**src/hdl/assert_macros.svh**
```systemverilog
`ifndef ASSERT_MACROS_SVH
`define ASSERT_MACROS_SVH

// cond holds at every clock edge outside reset
`define ASSERT_ALWAYS(label, clk, rst, cond, msg) \
  label: assert property (@(posedge clk) disable iff (rst) (cond)) else $error(msg);

// ante implies cons in the same cycle
`define ASSERT_IMPLY(label, clk, rst, ante, cons, msg) \
  label: assert property (@(posedge clk) disable iff (rst) (ante) |-> (cons)) else $error(msg);

// ante implies cons in the next cycle
`define ASSERT_NEXT(label, clk, rst, ante, cons, msg) \
  label: assert property (@(posedge clk) disable iff (rst) (ante) |=> (cons)) else $error(msg);

`endif

```
**src/hdl/spdg_ram.sv**
```systemverilog
module spdg_ram #(
  parameter int WIDTH = 16,
  parameter int DEPTH = 64
) (
  input  logic                     clk,
  input  logic                     we,
  input  logic [$clog2(DEPTH)-1:0] waddr,
  input  logic [WIDTH-1:0]         wdata,
  input  logic [$clog2(DEPTH)-1:0] raddr,
  output logic [WIDTH-1:0]         rdata
);

  logic [WIDTH-1:0] mem [DEPTH];

  always_ff @(posedge clk) begin
    if (we) begin
      mem[waddr] <= wdata;
    end
    rdata <= mem[raddr];
  end

endmodule

```
**config.mk**
```make
export PLATFORM = sky130hd
export DESIGN_NAME = spdg_ram
export DESIGN_NICKNAME = d
export VERILOG_FILES = /design/src/hdl/assert_macros.svh /design/src/hdl/spdg_ram.sv
export SDC_FILE = /design/constraint.sdc
export NUM_CORES = 1
export LEC_CHECK = 0
export BUFFER_PORTS_ARGS = -buffer_cell sky130_fd_sc_hd__buf_2
export CAP_MARGIN = 20
export CELL_PAD_IN_SITES_DETAIL_PLACEMENT = 1
export CELL_PAD_IN_SITES_GLOBAL_PLACEMENT = 1
export CORE_ASPECT_RATIO = 1.4
export CORE_MARGIN = 4
export CORE_UTILIZATION = 60
export DETAILED_ROUTE_END_ITERATION = 7
export HOLD_SLACK_MARGIN = 0.08
export PLACE_DENSITY = 0.81
export SLEW_MARGIN = 10
export SYNTH_ARGS = -nofsm -noshare
export SYNTH_HDL_FRONTEND = slang
export SYNTH_SLANG_ARGS = --single-unit
```
**constraint.sdc**
```tcl
create_clock -name clk -period 6.4 [get_ports clk]
set_input_delay 1.28 -clock clk [delete_from_list [all_inputs] [get_ports clk]]
set_output_delay 1.28 -clock clk [all_outputs]
set_load 0.03 [all_outputs]
```
Word level (Yosys, flattened, before mapping)
Memories as Yosys holds them, arrays and structs flattened. A register that Yosys moved wholly into a read port is not among the register bits.
Index checks and enable logic that the tools add are counted.
{ "classes": {"mux": 2} }
{ "ops": {"columns": ["operator", "n"], "rows": [
  ["1-bit 2-to-1 mux", 2]
]} }
{ "word_totals": {"reg_bits": 0, "ramBits": 1024, "inputBits": 30, "output_inout_bits": 16, "elab_cells": 3, "mem_count": 1} }
{ "mem_list": {"columns": ["memory", "depth", "width", "rd", "rd_ports_with_merged_regs", "wr", "line_no", "source"], "rows": [
  ["mem", 64, 16, 1, 1, 1, "spdg_ram.sv:13", "logic [WIDTH-1:0] mem [DEPTH];"]
]} }

Logic depth before layout (Yosys ltp)
Gate-level depths: netlist (run 1).
{ "logic_depth": {"depth_word": 2, "depth_mapped": 10, "depth_no_buf": 5} }

Worst setup path after synthesis (run 1)
No wires, ideal clock.
{ "synth_path": {"path_type": "in2reg", "from": "in waddr[3]", "to": "mem mem[48][0], enable pin", "setup_ps": 409, "arrival_ps": 2906, "required_ps": 5991, "path_slack_ps": 3085, "cell_stages": 4, "n_path_buf": 1, "path_cell_list": "clkbuf_1 nor2b_1 nand4b_1 nor3_1"} }
{ "synth_lines": {"columns": ["element", "line_no", "source"], "rows": [
  ["from (decl)", "spdg_ram.sv:7", "input logic [$clog2(DEPTH)-1:0] waddr,"],
  ["to (decl)", "spdg_ram.sv:13", null]
]} }
Straight into the memory's write port.

==> flow_summary_export.csv, run 1 <==
group,metric,value,unit
die,die_w,226,um
die,start_util,0.608,
sta,period_minus_slack,3.88,ns
clock_tree,cts_tree,"yes",
routing,totalWireLength,108000,um
clock_tree,clk_pin_slew,0.07,ns
setup_path,path_delay_family,"buffers and inverters",
setup_path,worstSetupPathType,"in -> reg",
place,place_congestion,0.833,
clock_tree,clk_path_buf_depth,3,
clock_tree,post_cts_resized,0,
die,dieArea,0.0710,sq mm
synthesis,synth_edf_count,1024,
setup_path,start_kind,"input port",
synthesis,syn-cell-area,0.0400,sq mm
sta,setup_viol,0,
routing,antenna_left,0,
die,num_io_pins,46,
final_layout,syn_to_final_growth,11.0,%
status,status,"finished, final reports clean",
setup_path,end_kind,"flop",
global_route,grt-ovfl-total,0,
global_route,antenna_found_initial,11,
clock_tree,postCtsSetupBuffers,0,
pwr,power_frac_comb,0.052,
synthesis,synthDistinctLibCells,43,
synthesis,ys.flop_type,"edfxtp_1",
synthesis,yosys-top-cells-area,"edfxtp_1, mux4_2, mux2i_1",
synthesis,yosysWarningCount,0,
routing,num_vias,20100,
synthesis,yosys.area.top_type,"edfxtp_1",
setup_path,path_cells,"buf_8, buf_4, mux4_2, nor2b_1, a211o_1, a31oi_1, a311oi_1",
pwr,p_sw,0.00296,W
setup_path,required,6.87,ns
place,postPlaceCellArea,0.0413,sq mm
sta,max_slew_margin,0.191,
synthesis,synth_top_area_share,0.768,
setup_path,arrival,4.36,ns
global_route,grt_usage,0.312,
pwr,clkPwrFrac,0.405,
global_route,grt_pass1_wl,156000,um
job,max_cap_viol_count,0,
setup_path,slowest_delay,0.63,ns
setup_path,r2r_cells,4,
synthesis,synthArstFlopShare,0,
setup_path,cpMaxStageDelayCell,"buf_4",
routing,drtIter0Drc,2950,
pwr,peakVddDrop,0.181,mV
synthesis,synthesis.nets,1859,
clock_tree,ctsHoldBuffers,0,
sta,hold_viol,0,
global_route,grt_max_degree,113,
final_layout,fin_nets,1983,
synthesis,synthCells,1829,
sta,clock_skew,0.0318,ns
pwr,seqPwrFrac,0.542,
sta,setup_tns,0,ns
setup_path,path_max_fanout,72,
sta,slew_viol_final,0,
sta,period_share,0.607,
final_layout,drive_gt1_frac,0.261,
pwr,switching_share,0.212,
final_layout,final_area,0.0445,sq mm
routing,via_per_inst,6.96,
clock_tree,clk_latency,0.67,ns
pwr,leakage,14.1,nW
routing,first_pass_iters,5,
routing,avgRoutedWirePerCell,37.5,um
synthesis,synth_seq_area_share,0.776,
place,hpwl,61700,um
pwr,power-per-cell-area,314,mW/mm^2
die,rows,111,
hold_path,hold_path_class,"reg -> reg",
global_route,grt_pass1_vias,21200,
place,io_buffers,45,
die,die_h,314,um
die,coreArea,0.0658,sq mm
sta,rsz0062_at_grt,"no",
hold_path,min_delay_path_depth,5,
clock_tree,htree_levels,3,
setup_path,worst-path-stages,7,
setup_path,crit_buf_inv,2,
clock_tree,numCtsBuffers,92,
pwr,power.internal,0.0110,W
clock_tree,cts.sinks,1040,
synthesis,postSynthAreaPerCell,21.9,sq um
sta,max_freq,0.257,GHz
sta,tightest_slew,1.21,ns
synthesis,ys_ff_latch,1040,
clock_tree,clockRootBuffer,"clkbuf_16",
routing,drc,0,
[state kept, by name (all words and copies together), names as in the netlist]
name and count:
mem 1024, rdata 16
[synth_stat cells, drive strengths merged (5+ instances only)]
library cell / number
nand4: 12
nand2: 60
nor2b: 30
dfxtp: 16
a311oi: 8
mux2i: 85
a31oi: 8
a22o: 6
buf: 77
nor2: 74
a41oi: 5
clkbuf: 27
a221oi: 16
edfxtp: 1024
mux2: 27
and4: 5
a21oi: 17
o21ai: 8
mux4: 224
a211oi: 8
nand3: 24
a221o: 6
a22oi: 39
a211o: 8
[cell families after synthesis]
group | share of synthesized area
AND/OR/NAND/NOR | 0.0265
flip-flops | 0.776
buffers and inverters | 0.0183
AO/OA/AOI/OAI | 0.0241
multiplexers | 0.155
[path summary, 6_finish.rpt]
path / start / to / slack, ns
hold reg to reg: mem[63][12] / rdata[12] / 0.93
setup / recovery: raddr[0] / rdata[11] / 2.52
setup reg to reg: mem[62][0] / rdata[0] / 3.91
hold / removal: mem[63][12] / rdata[12] / 0.93
[per-stage QoR]
step           setup slack, ns   util  total power [W]  hold WS [ns]  instances
2_1_floorplan             3.09      -          0.00811         0.750       1829
3_3_place_gp              1.96  0.628          0.00839         0.822       2701
3_5_place_dp              1.87  0.628          0.00843         0.893       2703
4_1_cts                   2.53  0.674           0.0140         0.930       2871
5_1_grt                   2.34  0.675           0.0144         0.967       2875
6_report                  2.52  0.675           0.0140         0.929       2884
[cells in the final DEF, fill, tap and decap left out, types with 14 or more instances in the layout]
master     Yosys  layout
nand3_1       24      24
nor2_1        72      69
clkbuf_16      0      95
buf_4         13      89
clkinv_2       0      15
a221oi_1      16      16
a22oi_1       39      39
mux4_2       220     220
mux2_2        27      27
mux2i_1       85      85
a21oi_1       17      17
dfxtp_1       16      16
nand2_1       59      59
clkinv_1       0      14
nor2b_1       30      26
buf_2         36      36
edfxtp_1    1024    1024
clkbuf_1      24      22
[power by group through the flow]
stage	registers [W]	logic [W]	clock network [W]
global placement	0.00771	0.000676	0
global route	0.00757	0.000761	0.00603
detailed placement	0.00772	0.000708	0
CTS	0.00757	0.000723	0.00571
floorplan	0.00772	0.000390	0
finish	0.00757	0.000729	0.00566
[cell type report]
| type | instances | area [sq um] |
|---|---|---|
| sequential | 1040 | 31100 |
| fill | 5132 | 21400 |
| multi-input combinational | 685 | 8280 |
| clock buffer | 125 | 2570 |
| tap | 847 | 1060 |
| timing repair buffer | 134 | 991 |
| clock inverter | 43 | 459 |
| antenna | 10 | 25.0 |
[worst reg2reg max path, stage by stage (launching register included)]
cell,delay [ns]
edfxtp_1,0.39
mux4_2,0.48
mux2_2,0.33
a221oi_1,0.89
a311oi_1,0.22
[layer usage]
metal | part of all wire | wire length [um] | up-vias | global-route usage
met5 | 0.00036 | 39 | - | 0
met4 | 0.061 | 6640 | 6 | 0.159
met3 | 0.092 | 9950 | 311 | 0.0661
met2 | 0.50 | 54100 | 1301 | 0.506
met1 | 0.35 | 37500 | 10500 | 0.404
li1 | - | - | 7907 | -
(Power assumes the default switching activity.)
==> run 2: changes to the inputs <==
--- a/config.mk
+++ b/config.mk
@@ -5,16 +5,17 @@
 export SDC_FILE = /design/constraint.sdc
 export NUM_CORES = 1
 export LEC_CHECK = 0
+export ABC_AREA = 1
 export BUFFER_PORTS_ARGS = -buffer_cell sky130_fd_sc_hd__buf_2
 export CAP_MARGIN = 20
 export CELL_PAD_IN_SITES_DETAIL_PLACEMENT = 1
 export CELL_PAD_IN_SITES_GLOBAL_PLACEMENT = 1
 export CORE_ASPECT_RATIO = 1.4
 export CORE_MARGIN = 4
-export CORE_UTILIZATION = 60
+export CORE_UTILIZATION = 52
 export DETAILED_ROUTE_END_ITERATION = 7
 export HOLD_SLACK_MARGIN = 0.08
-export PLACE_DENSITY = 0.81
+export PLACE_DENSITY = 0.77
 export SLEW_MARGIN = 10
 export SYNTH_ARGS = -nofsm -noshare
 export SYNTH_HDL_FRONTEND = slang
==> constraint.sdc (replaced) <==
create_clock -name clk -period 3.8 [get_ports clk]
set_input_delay 0.76 -clock clk [delete_from_list [all_inputs] [get_ports clk]]
set_output_delay 0.76 -clock clk [all_outputs]
set_load 0.03 [all_outputs]
==> run 2 against run 1 <==
Setup slack got worse by 1.4 ns. Clock skew fell by 0.011 ns. Combinational power rose by 120%. Die area rose by 21%. Critical path type unchanged. Critical endpoint is now mem[26][15]. Largest cell class unchanged.
==> flow_summary_export.csv, run 2 <==
group,metric,value,unit
setup_path,slowest_delay,1.01,ns
final_layout,largest_registers,"mem (1024), rdata (16)",
setup_path,worstSetupPathType,"in -> reg",
final_layout,largest_reg_flops,1024,
status,status,"finished, final reports clean",
routing,first_pass_iters,6,
final_layout,drive_gt1_frac,0.0921,
pwr,leakage,16.9,nW
clock_tree,clk_latency,0.66,ns
final_layout,fin_nets,3601,
final_layout,multiInputGateArea,0.00959,sq mm
synthesis,yosysWarningCount,0,
synthesis,ys_ff_latch,1040,
synthesis,ys.flop_type,"edfxtp_1",
die,rows,123,
clock_tree,clk_pin_slew,0.06,ns
die,coreArea,0.0803,sq mm
sta,tightest_slew,1.20,ns
clock_tree,clockRootBuffer,"clkbuf_16",
global_route,use_met1,0.395,
sta,period_minus_slack,2.72,ns
synthesis,synth_edf_count,1024,
synthesis,synthArstFlopShare,0,
routing,drtIter0Drc,3297,
clock_tree,clk_path_buf_depth,3,
global_route,use_met2,0.513,
clock_tree,htree_levels,3,
synthesis,synthesis.nets,3547,
setup_path,arrival,3.05,ns
synthesis,synthDistinctLibCells,16,
setup_path,crit_buf_inv,3,
sta,setup_viol,0,
die,start_util,0.524,
final_layout,syn_to_final_growth,11.0,%
sta,rsz0062_at_grt,"no",
setup_path,end_kind,"flop",
synthesis,synthCells,3517,
clock_tree,cts.sinks,1040,
global_route,busiest_layer,"met2",
sta,max_slew_margin,0.199,
setup_path,cpMaxStageDelayCell,"nand4_1",
clock_tree,ctsHoldBuffers,0,
global_route,antenna_found_initial,4,
die,die_h,345,um
place,hpwl,75600,um
clock_tree,numCtsBuffers,99,
clock_tree,postCtsSetupBuffers,0,
clock_tree,cts_tree,"yes",
routing,antenna_left,0,
global_route,grt_pass1_vias,30700,
sta,hold_viol,0,
pwr,peakVddDrop,0.323,mV
global_route,grt_pass1_wl,195000,um
setup_path,path_delay_family,"simple AND/OR/NAND/NOR gates",
sta,max_freq,0.368,GHz
die,die_w,248,um
sta,period_share,0.715,
final_layout,nFillCells,8090,
routing,avgRoutedWirePerCell,27.8,um
job,max_cap_viol_count,0,
setup_path,path_cells,"buf_2, inv_1, nand4_1, nor2_1, buf_4",
setup_path,required,4.13,ns
pwr,power-per-cell-area,521,mW/mm^2
routing,num_vias,29000,
final_layout,layout_commonest_cell,"nand2_1",
final_layout,final_util,0.582,
routing,drc,0,
global_route,grt_usage,0.304,
synthesis,syn-cell-area,0.0421,sq mm
synthesis,yosys-top-cells-area,"edfxtp_1, nand2_1, nand3_1",
routing,via_per_inst,6.15,
synthesis,synth_common_cells,"nand2_1, edfxtp_1, nand3_1",
die,dieArea,0.0856,sq mm
sta,setup_tns,0,ns
global_route,grt_util_met3,0.0430,
die,num_io_pins,46,
synthesis,yosys.area.top_type,"edfxtp_1",
place,io_buffers,45,
global_route,grt_max_degree,186,
synthesis,postSynthAreaPerCell,12.0,sq um
final_layout,regMostFlops,"mem",
routing,totalWireLength,131000,um
place,place_congestion,0.828,
hold_path,hold_path_class,"in -> reg",
clock_tree,post_cts_resized,0,
final_layout,final-seq-area,0.0311,sq mm
synthesis,synth_top_area_share,0.730,
setup_path,start_kind,"input port",
final_layout,final_cell_mix,"nand2_1, edfxtp_1, nand3_1",
synthesis,synth.most_common_cell,"nand2_1",
sta,clock_skew,0.0205,ns
sta,slew_viol_final,0,
global_route,grt-ovfl-total,0,
setup_path,path_max_fanout,16,
synthesis,synth_seq_area_share,0.738,
## run 2: changes by cell type after synthesis, moves of 17 or more
| cell | delta |
|---|---|
| buf_2 | +77 |
| nand3_1 | +847 |
| mux2_2 | -27 |
| a22oi_1 | -39 |
| buf_6 | +32 |
| nand2_1 | +1237 |
| mux4_2 | -220 |
| a21oi_1 | -17 |
| mux2i_1 | -85 |
| nor2b_1 | -30 |
## run 2: logic make-up after synthesis
kind of cell	count (synthesis)	share of synthesized area
buffers and inverters	237	0.0354
flip-flops	1040	0.738
AND/OR/NAND/NOR	2240	0.227
## run 2: metal layers
layer	wire length, um	vias up
li1	-	12500
met1	49800	14900
met2	65000	1341
met3	9900	306
met4	6370	4
met5	20	-
## run 2: final cells by class
type / count / area share
sequential: 1040 / 0.665
multi-input combinational: 2240 / 0.205
clock buffer: 114 / 0.0551
timing repair buffer: 178 / 0.0309
tap: 1062 / 0.0284
clock inverter: 66 / 0.0140
inverter: 12 / 0.00153
antenna: 4 / 0.000214
## run 2: through the flow
step | hold slack (ns) | cells | cell area, sq um | setup WS, ns | power (W)
6_report | 0.571 | 4716 | 46700 | 1.08 | 0.0244
3_3_place_gp | 0.794 | 4531 | 43500 | 0.723 | 0.0145
2_1_floorplan | 0.722 | 3517 | 42100 | 0.486 | 0.0139
5_1_grt | 0.559 | 4712 | 46700 | 1.10 | 0.0251
4_1_cts | 0.538 | 4711 | 46700 | 1.22 | 0.0245
3_5_place_dp | 0.815 | 4531 | 43500 | 0.611 | 0.0146
## run 2: path summary, 6_finish.rpt
kind,cells past startpoint,endpoint,slack [ns],start
hold / removal,1,mem[9][4],0.57,wdata[4]
setup / recovery,5,mem[26][15],1.08,waddr[0]
setup reg to reg,8,rdata[12],2.08,mem[5][12]
hold reg to reg,8,rdata[11],0.82,mem[44][11]
## run 2: power breakdown
part / total (W) / internal (W) / switching (W) / leakage [nW]
Clock: 0.00999 / 0.00573 / 0.00426 / 1.58
Sequential: 0.0127 / 0.0127 / 0.0000524 / 9.35
Combinational: 0.00162 / 0.000370 / 0.00125 / 5.97
